File: config.mk
export PLATFORM = sky130hd
export DESIGN_NAME = led_strip_dot_chase_generator_flat
export DESIGN_NICKNAME = d
export VERILOG_FILES = /design/src/design/dcg_pkg.sv /design/src/design/dcg_ifs.sv /design/src/design/dcg_div.sv /design/src/design/dcg_scan.sv /design/src/design/led_strip_dot_chase_generator.sv /design/src/flat_wrapper.sv
export SDC_FILE = /design/constraint.sdc
export NUM_CORES = 1
export LEC_CHECK = 0
export BUFFER_PORTS_ARGS = -buffer_cell sky130_fd_sc_hd__buf_4
export CAP_MARGIN = 10
export CORE_AREA = 2 2 177 179
export CTS_CLUSTER_SIZE = 30
export DETAILED_ROUTE_END_ITERATION = 16
export DIE_AREA = 0 0 179 181
export GPL_ROUTABILITY_DRIVEN = 1
export PLACE_DENSITY = 0.83
export SLEW_MARGIN = 20
export SYNTH_ARGS = -nofsm -noshare
export SYNTH_HDL_FRONTEND = slang
export SYNTH_HIERARCHICAL = 1
export SYNTH_SLANG_ARGS = --single-unit
File: constraint.sdc
create_clock -name clk -period 13.5 [get_ports clk]
set_input_delay 1.35 -clock clk [delete_from_list [all_inputs] [get_ports clk]]
set_output_delay 1.35 -clock clk [all_outputs]
set_load 0.02 [all_outputs]
File: src/design/dcg_pkg.sv
// Shared types, widths and constants of the dot chase generator.
`default_nettype none
package dcg_pkg;

  localparam int unsigned DEF_NUM_PIXELS = 60;
  localparam int unsigned PIX_W  = 6;
  localparam int unsigned COL_W  = 8;
  localparam int unsigned LVL_W  = 8;
  localparam int unsigned SPC_W  = 7;
  localparam int unsigned CNT_W  = 5;
  localparam int unsigned SKIP_W = 5;
  localparam int unsigned XPIX_W = 3;

  localparam logic [LVL_W-1:0]  SPEED_NOMINAL  = 8'd90;
  localparam logic [LVL_W-1:0]  SPEED_FAST_BASE = 8'd91;
  localparam logic [SKIP_W-1:0] TICK_SKIP_CAP  = 5'd25;
  localparam int unsigned       DOT_MUL  = 19;
  // x/89 as (x*2946)>>18 for x < 5243, folded with the *25
  localparam int unsigned       TICK_MUL = 73650;
  localparam int unsigned       TICK_SH  = 18;
  localparam int unsigned       TICK_PW  = 23;
  // x/163 as (x*1609)>>18 for x < 2131, folded with the *5
  localparam int unsigned       XPIX_MUL = 8045;
  localparam int unsigned       XPIX_SH  = 18;
  localparam int unsigned       XPIX_PW  = 21;
  localparam int unsigned       CNTP_W   = 13;
  localparam int unsigned       WIDP_W   = 14;

  typedef enum logic [2:0] {
    ST_IDLE,
    ST_CALC,
    ST_DECIDE,
    ST_DIV,
    ST_POS,
    ST_WIDTH,
    ST_EMIT
  } dcg_state_t;

  typedef struct packed {
    logic [COL_W-1:0] dot_red;
    logic [COL_W-1:0] dot_green;
    logic [COL_W-1:0] dot_blue;
    logic [COL_W-1:0] back_red;
    logic [COL_W-1:0] back_green;
    logic [COL_W-1:0] back_blue;
  } dcg_colors_t;

  typedef struct packed {
    logic [PIX_W-1:0] chase;
    logic [SPC_W-1:0] spacing;
    logic [SPC_W-1:0] width;
    logic [CNT_W-1:0] dots;
  } dcg_scan_cfg_t;

  typedef struct packed {
    logic             start;
    logic [SPC_W-1:0] dividend;
    logic [CNT_W-1:0] divisor;
  } dcg_div_req_t;

  typedef struct packed {
    logic             done;
    logic [SPC_W-1:0] quotient;
  } dcg_div_rsp_t;

  // floor(x/255) for x below 65280
  function automatic logic [7:0] div255(input logic [15:0] x);
    logic [16:0] s;
    s = 17'(x) + 17'(x[15:8]) + 17'd1;
    return s[15:8];
  endfunction

endpackage
`default_nettype wire

File: src/design/dcg_ifs.sv
// Valid/ready channel interfaces for lighting parameters and pixel results.
`default_nettype none
interface dcg_in_if;
  import dcg_pkg::*;
  logic             valid;
  logic             ready;
  logic [COL_W-1:0] dot_red;
  logic [COL_W-1:0] dot_green;
  logic [COL_W-1:0] dot_blue;
  logic [LVL_W-1:0] speed_level;
  logic [LVL_W-1:0] count_level;
  logic [LVL_W-1:0] width_level;
  logic [COL_W-1:0] back_red;
  logic [COL_W-1:0] back_green;
  logic [COL_W-1:0] back_blue;

  modport source (output valid, dot_red, dot_green, dot_blue, speed_level, count_level,
                  width_level, back_red, back_green, back_blue, input ready);
  modport sink (input valid, dot_red, dot_green, dot_blue, speed_level, count_level,
                width_level, back_red, back_green, back_blue, output ready);
endinterface

interface dcg_out_if;
  import dcg_pkg::*;
  logic             valid;
  logic             ready;
  logic [PIX_W-1:0] pixel_index;
  logic [COL_W-1:0] pixel_red;
  logic [COL_W-1:0] pixel_green;
  logic [COL_W-1:0] pixel_blue;
  logic             frame_end;

  modport source (output valid, pixel_index, pixel_red, pixel_green, pixel_blue, frame_end,
                  input ready);
  modport sink (input valid, pixel_index, pixel_red, pixel_green, pixel_blue, frame_end,
                output ready);
endinterface
`default_nettype wire

File: src/design/dcg_div.sv
// Restoring divider, one quotient bit per cycle, for the dot spacing.
`default_nettype none
module dcg_div (
  input  wire                   clk,
  input  wire                   rst_n,
  input  dcg_pkg::dcg_div_req_t req,
  output dcg_pkg::dcg_div_rsp_t rsp
);
  import dcg_pkg::*;

  localparam int unsigned StepW = $clog2(SPC_W);

  logic             busy_r;
  logic             done_r;
  logic [StepW-1:0] step_r;
  logic [SPC_W-1:0] dvd_r;
  logic [CNT_W-1:0] rem_r;
  logic [CNT_W-1:0] den_r;

  logic [CNT_W:0]   rem_sh;
  logic             fits;
  logic [CNT_W:0]   rem_diff;

  assign rem_sh   = {rem_r, dvd_r[SPC_W-1]};
  assign fits     = rem_sh >= {1'b0, den_r};
  assign rem_diff = rem_sh - {1'b0, den_r};

  always_ff @(posedge clk) begin
    if (!rst_n) begin
      busy_r <= 1'b0;
      done_r <= 1'b0;
      step_r <= '0;
    end else begin
      done_r <= 1'b0;
      if (req.start) begin
        busy_r <= 1'b1;
        step_r <= '0;
      end else if (busy_r) begin
        step_r <= step_r + 1'b1;
        if (step_r == StepW'(SPC_W - 1)) begin
          busy_r <= 1'b0;
          done_r <= 1'b1;
        end
      end
    end
  end

  always_ff @(posedge clk) begin
    if (req.start) begin
      dvd_r <= req.dividend;
      rem_r <= '0;
      den_r <= req.divisor;
    end else if (busy_r) begin
      rem_r <= fits ? rem_diff[CNT_W-1:0] : rem_sh[CNT_W-1:0];
      dvd_r <= {dvd_r[SPC_W-2:0], fits};
    end
  end

  assign rsp.done     = done_r;
  assign rsp.quotient = dvd_r;

endmodule
`default_nettype wire

File: src/design/dcg_scan.sv
// Pixel scanner: walks the strip one pixel per transfer and paints dot or background.
`default_nettype none
module dcg_scan #(
  parameter int unsigned NumPixels = dcg_pkg::DEF_NUM_PIXELS
) (
  input  wire                    clk,
  input  wire                    rst_n,
  input  wire                    start,
  input  dcg_pkg::dcg_scan_cfg_t cfg,
  input  dcg_pkg::dcg_colors_t   colors,
  output logic                   done,
  dcg_out_if.source              out_chan
);
  import dcg_pkg::*;

  dcg_scan_cfg_t    cfg_r;
  dcg_colors_t      col_r;
  logic             active_r;
  logic             done_r;
  logic [PIX_W-1:0] pix_r;
  logic             started_r;
  logic [SPC_W-1:0] ph_r;
  logic [SPC_W-1:0] q_r;

  logic             out_valid_r;
  logic [PIX_W-1:0] out_idx_r;
  logic [COL_W-1:0] out_red_r;
  logic [COL_W-1:0] out_green_r;
  logic [COL_W-1:0] out_blue_r;
  logic             out_end_r;

  logic             hit;
  logic             cur_on;
  logic [SPC_W-1:0] cur_ph;
  logic [SPC_W-1:0] cur_q;
  logic             lit;
  logic             wrap;
  logic             last;
  logic             load;

  assign hit    = pix_r == cfg_r.chase;
  assign cur_on = started_r | hit;
  assign cur_ph = hit ? '0 : ph_r;
  assign cur_q  = hit ? '0 : q_r;
  assign lit    = cur_on && (cur_ph < cfg_r.width) && (cur_q < SPC_W'(cfg_r.dots));
  assign wrap   = (cur_ph + 1'b1) == cfg_r.spacing;
  assign last   = pix_r == PIX_W'(NumPixels - 1);
  assign load   = active_r && !start && (!out_valid_r || out_chan.ready);

  always_ff @(posedge clk) begin
    if (!rst_n) begin
      active_r    <= 1'b0;
      done_r      <= 1'b0;
      out_valid_r <= 1'b0;
    end else begin
      done_r <= 1'b0;
      if (load) begin
        out_valid_r <= 1'b1;
      end else if (out_chan.ready) begin
        out_valid_r <= 1'b0;
      end
      if (start) begin
        active_r <= 1'b1;
      end else if (load) begin
        if (last) begin
          active_r <= 1'b0;
          done_r   <= 1'b1;
        end
      end
    end
  end

  always_ff @(posedge clk) begin
    if (start) begin
      cfg_r     <= cfg;
      col_r     <= colors;
      pix_r     <= '0;
      started_r <= 1'b0;
      ph_r      <= '0;
      q_r       <= '0;
    end else if (load) begin
      pix_r       <= pix_r + 1'b1;
      started_r   <= cur_on;
      ph_r        <= wrap ? '0 : cur_ph + 1'b1;
      q_r         <= cur_q + SPC_W'(wrap);
      out_idx_r   <= pix_r;
      out_red_r   <= lit ? col_r.dot_red   : col_r.back_red;
      out_green_r <= lit ? col_r.dot_green : col_r.back_green;
      out_blue_r  <= lit ? col_r.dot_blue  : col_r.back_blue;
      out_end_r   <= last;
    end
  end

  assign done                 = done_r;
  assign out_chan.valid       = out_valid_r;
  assign out_chan.pixel_index = out_idx_r;
  assign out_chan.pixel_red   = out_red_r;
  assign out_chan.pixel_green = out_green_r;
  assign out_chan.pixel_blue  = out_blue_r;
  assign out_chan.frame_end   = out_end_r;

`ifndef SYNTHESIS
  a_phase_in_window: assert property (@(posedge clk) disable iff (!rst_n)
    (active_r && started_r) |-> (ph_r < cfg_r.spacing))
    else $error("dot phase ran past the spacing");

  a_frame_end_last: assert property (@(posedge clk) disable iff (!rst_n)
    (out_valid_r && out_end_r) |-> (out_idx_r == PIX_W'(NumPixels - 1)))
    else $error("frame end flagged on a pixel other than the last");
`endif

endmodule
`default_nettype wire

File: src/design/led_strip_dot_chase_generator.sv
// Top level of the dot chase generator: sequencer, speed and size arithmetic.
//
// Usage: in_chan carries one frame tick of nine lighting bytes (dot color,
// speed, count, width, background color); out_chan returns pixels.
// A tick is taken when in_chan.ready is high, which is only while the
// sequencer is idle; one tick is handled at a time.
// A skipped tick (slow speed) produces no pixels and frees the input once
// the sequencer has passed CALC and DECIDE. A move produces NumPixels
// transfers, pixel 0 first, frame_end on the last. The first pixel follows
// the tick transfer through CALC, DECIDE, DIV, POS and WIDTH (scaling
// multiplies plus a bit-serial divide for the spacing), then one pixel per
// cycle while out_chan.ready holds. The last pixel may still sit in the
// output register when the next tick is already taken.
// A stalled receiver freezes the pixel walk; nothing is dropped.
// Reset (rst_n low, synchronous) clears the skip counter, the chase position
// and all valid flags.
`default_nettype none
module led_strip_dot_chase_generator #(
  parameter int unsigned NumPixels = dcg_pkg::DEF_NUM_PIXELS
) (
  input  wire       clk,
  input  wire       rst_n,
  dcg_in_if.sink    in_chan,
  dcg_out_if.source out_chan
);
  import dcg_pkg::*;

  dcg_state_t        state_r;
  dcg_state_t        state_nxt;

  dcg_colors_t       colors_r;
  logic [LVL_W-1:0]  speed_r;
  logic [LVL_W-1:0]  cnt_lvl_r;
  logic [LVL_W-1:0]  wid_lvl_r;
  logic [TICK_PW-1:0] tick_prod_r;
  logic [XPIX_PW-1:0] xpix_prod_r;
  logic [CNTP_W-1:0] cnt_prod_r;
  logic [SKIP_W-1:0] skip_cnt_r;
  logic [PIX_W-1:0]  chase_r;
  logic [XPIX_W-1:0] xpix_r;
  logic [CNT_W-1:0]  dots_r;
  logic [SPC_W-1:0]  spacing_r;
  logic [WIDP_W-1:0] wid_prod_r;

  logic              in_ready;
  logic              move;
  logic [SKIP_W-1:0] skip_ticks;
  logic [XPIX_W-1:0] xpix;
  logic [CNT_W-1:0]  dots;
  logic [SPC_W-1:0]  pos;
  logic [7:0]        wid_q;
  logic [LVL_W-1:0]  fast_diff;

  dcg_div_req_t      div_req;
  dcg_div_rsp_t      div_rsp;
  dcg_scan_cfg_t     scan_cfg;
  logic              scan_start;
  logic              scan_done;

  assign skip_ticks = (speed_r < SPEED_NOMINAL) ?
                      TICK_SKIP_CAP - tick_prod_r[TICK_SH +: SKIP_W] : '0;
  assign xpix       = (speed_r > SPEED_NOMINAL) ? xpix_prod_r[XPIX_SH +: XPIX_W] : '0;
  assign dots       = CNT_W'(div255(16'(cnt_prod_r))) + 1'b1;
  assign move       = !(skip_cnt_r < skip_ticks);
  assign pos        = SPC_W'(chase_r) + SPC_W'(xpix_r) + 1'b1;
  assign wid_q      = div255(16'(wid_prod_r));
  assign fast_diff  = speed_r - SPEED_FAST_BASE;

  assign div_req.start    = (state_r == ST_DECIDE) && move;
  assign div_req.dividend = SPC_W'(NumPixels);
  assign div_req.divisor  = dots;

  assign scan_cfg.chase   = chase_r;
  assign scan_cfg.spacing = spacing_r;
  assign scan_cfg.width   = SPC_W'(wid_q) + 1'b1;
  assign scan_cfg.dots    = dots_r;

  always_ff @(posedge clk) begin
    if (!rst_n) begin
      state_r <= ST_IDLE;
    end else begin
      state_r <= state_nxt;
    end
  end

  always_comb begin
    state_nxt  = state_r;
    in_ready   = 1'b0;
    scan_start = 1'b0;
    unique case (state_r)
      ST_IDLE: begin
        in_ready = 1'b1;
        if (in_chan.valid) begin
          state_nxt = ST_CALC;
        end
      end
      ST_CALC:   state_nxt = ST_DECIDE;
      ST_DECIDE: state_nxt = move ? ST_DIV : ST_IDLE;
      ST_DIV: begin
        if (div_rsp.done) begin
          state_nxt = ST_POS;
        end
      end
      ST_POS:    state_nxt = ST_WIDTH;
      ST_WIDTH: begin
        scan_start = 1'b1;
        state_nxt  = ST_EMIT;
      end
      ST_EMIT: begin
        if (scan_done) begin
          state_nxt = ST_IDLE;
        end
      end
      default:   state_nxt = ST_IDLE;
    endcase
  end

  always_ff @(posedge clk) begin
    if (!rst_n) begin
      skip_cnt_r <= '0;
      chase_r    <= '0;
    end else begin
      if (state_r == ST_DECIDE) begin
        skip_cnt_r <= move ? '0 : skip_cnt_r + 1'b1;
      end
      if (state_r == ST_POS) begin
        chase_r <= (pos >= spacing_r) ? '0 : pos[PIX_W-1:0];
      end
    end
  end

  always_ff @(posedge clk) begin
    if (in_ready && in_chan.valid) begin
      colors_r.dot_red    <= in_chan.dot_red;
      colors_r.dot_green  <= in_chan.dot_green;
      colors_r.dot_blue   <= in_chan.dot_blue;
      colors_r.back_red   <= in_chan.back_red;
      colors_r.back_green <= in_chan.back_green;
      colors_r.back_blue  <= in_chan.back_blue;
      speed_r             <= in_chan.speed_level;
      cnt_lvl_r           <= in_chan.count_level;
      wid_lvl_r           <= in_chan.width_level;
    end
    if (state_r == ST_CALC) begin
      tick_prod_r <= TICK_PW'(speed_r) * TICK_PW'(TICK_MUL);
      xpix_prod_r <= XPIX_PW'(fast_diff) * XPIX_PW'(XPIX_MUL);
      cnt_prod_r  <= CNTP_W'(cnt_lvl_r) * CNTP_W'(DOT_MUL);
    end
    if (state_r == ST_DECIDE) begin
      xpix_r <= xpix;
      dots_r <= dots;
    end
    if (state_r == ST_DIV && div_rsp.done) begin
      spacing_r <= div_rsp.quotient;
    end
    if (state_r == ST_POS) begin
      wid_prod_r <= WIDP_W'(wid_lvl_r) * WIDP_W'(spacing_r - 1'b1);
    end
  end

  assign in_chan.ready = in_ready;

  dcg_div u_div (
    .clk   (clk),
    .rst_n (rst_n),
    .req   (div_req),
    .rsp   (div_rsp)
  );

  dcg_scan #(
    .NumPixels (NumPixels)
  ) u_scan (
    .clk      (clk),
    .rst_n    (rst_n),
    .start    (scan_start),
    .cfg      (scan_cfg),
    .colors   (colors_r),
    .done     (scan_done),
    .out_chan (out_chan)
  );

`ifndef SYNTHESIS
  a_skip_bounded: assert property (@(posedge clk) disable iff (!rst_n)
    skip_cnt_r <= TICK_SKIP_CAP)
    else $error("skip counter above its limit");

  a_chase_in_spacing: assert property (@(posedge clk) disable iff (!rst_n)
    (state_r == ST_WIDTH) |-> (SPC_W'(chase_r) < spacing_r))
    else $error("chase position not below the spacing");

  a_spacing_quotient: assert property (@(posedge clk) disable iff (!rst_n)
    (state_r == ST_DIV && div_rsp.done) |->
      ((12'(div_rsp.quotient) * 12'(dots_r) <= 12'(NumPixels)) &&
       (12'(div_rsp.quotient) * 12'(dots_r) + 12'(dots_r) > 12'(NumPixels))))
    else $error("spacing quotient wrong");
`endif

endmodule
`default_nettype wire
File: src/flat_wrapper.sv
// flat-port wrapper written by rule: the top's interface ports become plain ports
module led_strip_dot_chase_generator_flat import dcg_pkg::*;
#(
  parameter int unsigned NumPixels = dcg_pkg::DEF_NUM_PIXELS
)
  (clk, rst_n, in_chan_valid, in_chan_dot_red, in_chan_dot_green, in_chan_dot_blue, in_chan_speed_level, in_chan_count_level, in_chan_width_level, in_chan_back_red, in_chan_back_green, in_chan_back_blue, in_chan_ready, out_chan_valid, out_chan_pixel_index, out_chan_pixel_red, out_chan_pixel_green, out_chan_pixel_blue, out_chan_frame_end, out_chan_ready);
  dcg_in_if in_chan_i ();
  dcg_out_if out_chan_i ();
  input  wire clk;
  input  wire rst_n;
  input wire logic [$bits(in_chan_i.valid)-1:0] in_chan_valid;
  input wire logic [$bits(in_chan_i.dot_red)-1:0] in_chan_dot_red;
  input wire logic [$bits(in_chan_i.dot_green)-1:0] in_chan_dot_green;
  input wire logic [$bits(in_chan_i.dot_blue)-1:0] in_chan_dot_blue;
  input wire logic [$bits(in_chan_i.speed_level)-1:0] in_chan_speed_level;
  input wire logic [$bits(in_chan_i.count_level)-1:0] in_chan_count_level;
  input wire logic [$bits(in_chan_i.width_level)-1:0] in_chan_width_level;
  input wire logic [$bits(in_chan_i.back_red)-1:0] in_chan_back_red;
  input wire logic [$bits(in_chan_i.back_green)-1:0] in_chan_back_green;
  input wire logic [$bits(in_chan_i.back_blue)-1:0] in_chan_back_blue;
  output wire logic [$bits(in_chan_i.ready)-1:0] in_chan_ready;
  output wire logic [$bits(out_chan_i.valid)-1:0] out_chan_valid;
  output wire logic [$bits(out_chan_i.pixel_index)-1:0] out_chan_pixel_index;
  output wire logic [$bits(out_chan_i.pixel_red)-1:0] out_chan_pixel_red;
  output wire logic [$bits(out_chan_i.pixel_green)-1:0] out_chan_pixel_green;
  output wire logic [$bits(out_chan_i.pixel_blue)-1:0] out_chan_pixel_blue;
  output wire logic [$bits(out_chan_i.frame_end)-1:0] out_chan_frame_end;
  input wire logic [$bits(out_chan_i.ready)-1:0] out_chan_ready;
  assign in_chan_i.valid = in_chan_valid;
  assign in_chan_i.dot_red = in_chan_dot_red;
  assign in_chan_i.dot_green = in_chan_dot_green;
  assign in_chan_i.dot_blue = in_chan_dot_blue;
  assign in_chan_i.speed_level = in_chan_speed_level;
  assign in_chan_i.count_level = in_chan_count_level;
  assign in_chan_i.width_level = in_chan_width_level;
  assign in_chan_i.back_red = in_chan_back_red;
  assign in_chan_i.back_green = in_chan_back_green;
  assign in_chan_i.back_blue = in_chan_back_blue;
  assign in_chan_ready = in_chan_i.ready;
  assign out_chan_valid = out_chan_i.valid;
  assign out_chan_pixel_index = out_chan_i.pixel_index;
  assign out_chan_pixel_red = out_chan_i.pixel_red;
  assign out_chan_pixel_green = out_chan_i.pixel_green;
  assign out_chan_pixel_blue = out_chan_i.pixel_blue;
  assign out_chan_frame_end = out_chan_i.frame_end;
  assign out_chan_i.ready = out_chan_ready;
  led_strip_dot_chase_generator #(.NumPixels(NumPixels)) u_core (.clk(clk), .rst_n(rst_n), .in_chan(in_chan_i), .out_chan(out_chan_i));
endmodule
==> reports/metrics.cfg <==
[status]
status = complete, no violations

[clocking]
insertion_delay_ps = 570
cts_sinks = 286
htreeDepth = 1
cts_root_buf = clkbuf_16
cts_resized = 0
post-cts-setup-buffers = 0
hold_buffers = 0
cts_buffers = 30
cts_buffer_depth = 3
cts_tree = built
clkTransAtPathRegs_ps = 70

[final_layout]
final_common_cell = edfxtp_1
seqCellArea_mm2 = 0.00811
antenna_cells = 0
drive_gt1_share_pct = 13.8
final_cell_mix = edfxtp_1 (238), inv_1 (213), ha_1 (195)
fin_nets = 1978
multi_input_area_mm2 = 0.00870
area.growth.synth_to_final_pct = 13.2
finalInstanceArea_mm2 = 0.0200
fillers = 2122

[sta]
setup_tns_ps = 0
hold_viol = 0
timing.fmax_mhz = 177
finalSetupViolCount = 0
clock_skew_ps = 14.2
post-route-period-util_pct = 41.9
timing.final.crit_period_ps = 5660
worst_slew_pin_slew_ps = 1110
final_max_slew_viol_count = 0
grt_setup_unrepaired = false
slew_headroom_pct = 25.7

[synth]
synth_edf_count = 238
synthArstFlopShare_pct = 0
syn_area_mm2 = 0.0177
ys_seq_elements = 286
synth.distinct_cells = 73
syn_inst = 1479
synth_warnings = 6
synth.avg_cell_area_um2 = 11.9
ys_seq_area_share_pct = 45.9
ys.flop_type = edfxtp_1

[setup_path]
cp.required_ps = 13820
worstSetupStartpointType = flip-flop
path_class = flip-flop to flip-flop
worstPathArrival_ps = 5980
cp_max_fo = 14
cp-end-kind = flip-flop

[floorplan]
initial_core_util_pct = 58.2
die_width_um = 179
placementRows = 64
core_area_mm2 = 0.0303
die_area_mm2 = 0.0324
ios = 109
die-height_um = 181

[place]
gp_congestion = 0.890
detailed_place.area_mm2 = 0.0189
io_buffers = 108
dp_hpwl_um = 25300

[flow_run]
maxCapViolCount = 0

[global_route]
grt_first_pass_wirelength_um = 56700
grt_max_degree = 88
grt_pass1_vias = 11700
antenna_found_initial = 0
grt-ovfl-total = 0
grt.total_usage_pct = 21.8

[route]
drtIter0Drc = 784
first_pass_iters = 5
route.antenna.remaining_nets = 0
drcViolationCount = 0
routed_wl_um = 34500
vias = 11300
vias_per_cell = 5.56
wire_per_inst_um = 17.0

[power_and_ir_drop]
combPwrFrac_pct = 57.2
p_per_area_mw_per_mm2 = 244
irDropWorstVdd_mv = 0.327
pwr-share-seq_pct = 25.3
switching_share_pct = 41.2
pwr-share-clk_pct = 17.4
p_leak_nw = 8.57
power.switching_mw = 2.01
p_int_mw = 2.87

[worst_hold_path]
hp-class = flip-flop to flip-flop

-- synthesized netlist by cell type (4+ instances only) --
cell	n	area share (%)
nor2_1	56	1.2
nor2b_1	41	1.5
xnor2_1	53	2.6
a2111oi_0	4	0.20
o21ai_0	47	1.3
clkbuf_1	16	0.34
nor3_1	22	0.62
and3_1	9	0.32
inv_1	214	4.5
a21oi_1	59	1.7
edfxtp_1	238	40
nand3b_1	4	0.17
o31ai_1	4	0.17
o22ai_1	6	0.21
nand2b_1	10	0.35
dfxtp_1	48	5.4
mux2_2	30	1.9
and2_1	22	0.78
a211o_1	5	0.25
a21o_1	15	0.64
nor3b_1	8	0.34
fa_1	101	11
a31oi_1	4	0.14
or2_2	10	0.35
nand3_1	20	0.57
nand4_1	10	0.35
or3_1	10	0.35
nand2_1	93	2.0
a211oi_1	9	0.38
a31o_2	4	0.20
o21a_1	6	0.25
o211ai_1	8	0.34
ha_1	195	14
xor2_1	34	1.7
or4_1	6	0.25
-- registers in the layout, indices dropped and copies added, names as in the netlist, 7 cells and up --
| register | flops |
|---|---|
| u_core/colors_r | 48 |
| u_core/u_scan/col_r | 48 |
| u_core/u_scan/cfg_r | 25 |
| u_core/wid_prod_r | 14 |
| u_core/cnt_prod_r | 13 |
| u_core/cnt_lvl_r | 8 |
| u_core/speed_r | 8 |
| u_core/u_scan/out_chan.pixel_blue | 8 |
| u_core/u_scan/out_chan.pixel_green | 8 |
| u_core/u_scan/out_chan.pixel_red | 8 |
| u_core/wid_lvl_r | 8 |
| u_core/spacing_r | 7 |
| u_core/u_div/dvd_r | 7 |
| u_core/u_scan/ph_r | 7 |
| u_core/u_scan/q_r | 7 |
-- per-stage QoR --
step	util, %	cells	hold WS (ps)	total power, mW	worst slack, ps
floorplan	-	1484	400	3.34	8170
global route	65.9	2026	423	5.41	7300
CTS	65.9	2026	413	4.91	7830
global placement	62.4	1970	400	3.83	8040
detailed placement	62.4	1970	405	4.02	7830
finish	65.9	2026	410	4.88	7840
-- power groups by stage --
stage | clock network, mW | logic (mW) | registers, mW
6_report | 0.851 | 2.80 | 1.24
5_1_grt | 0.902 | 3.26 | 1.25
4_1_cts | 0.868 | 2.80 | 1.24
3_5_place_dp | 0 | 2.77 | 1.25
3_3_place_gp | 0 | 2.59 | 1.25
2_1_floorplan | 0 | 2.12 | 1.22
-- metal layers --
layer  wire length (um)  GRT usage (%)
met3               1530           2.82
met4               1020           6.44
met5                  0              0
met2              18300           40.2
met1              13600           26.2
-- cell families (layout without fill, tap and decap cells) --
kind of cell / Yosys count / after routing / synth area share (%)
and+or+nand+nor: 335 / 335 / 9.88
adders and majority gates: 296 / 296 / 25.2
DFF: 286 / 286 / 45.9
buffers and inverters: 237 / 383 / 5.14
AOI/OAI and AO/OA: 203 / 203 / 7.37
xor gates and xnor gates: 88 / 88 / 4.40
muxes: 32 / 32 / 2.03
other: 2 / 7 / 0.0425
-- worst max-delay path, cell delays in order, from the launching register on --
cell and delay, ps:
edfxtp_1 750, ha_1 310, a21o_1 160, a21oi_1 80, xnor2_1 400, nor2b_1 450, nor2b_1 160, ha_1 370
inv_1 100, fa_1 510, fa_1 550, inv_1 40, ha_1 290, ha_1 310, nand2_1 80, nor3_1 180
a21oi_1 100, o21ai_0 290, a21oi_1 130, xnor2_1 140
-- final timing paths --
| kind | slack (ps) | startpoint | cells after the start | endpoint |
|---|---|---|---|---|
| hold / removal | 410 | u_core/dots_r[4]$_DFFE_PP_ | 0 | u_core/u_scan/cfg_r[4]$_DFFE_PP_ |
| hold reg to reg | 410 | u_core/dots_r[4]$_DFFE_PP_ | 0 | u_core/u_scan/cfg_r[4]$_DFFE_PP_ |
| setup / recovery | 7840 | u_core/speed_r[0]$_DFFE_PP_ | 19 | u_core/xpix_prod_r[19]$_DFFE_PN_ |
| setup reg to reg | 7840 | u_core/speed_r[0]$_DFFE_PP_ | 19 | u_core/xpix_prod_r[19]$_DFFE_PN_ |
-- final cells by class --
| class | count | area share (%) |
|---|---|---|
| flip-flops and latches | 286 | 40.5 |
| repair buffers | 113 | 4.24 |
| clock inverters | 21 | 1.21 |
| multi-input cells | 961 | 43.5 |
| well taps | 396 | 2.48 |
| clock buffers | 35 | 4.05 |
| inverters | 214 | 4.02 |
(Power assumes the default switching activity.)
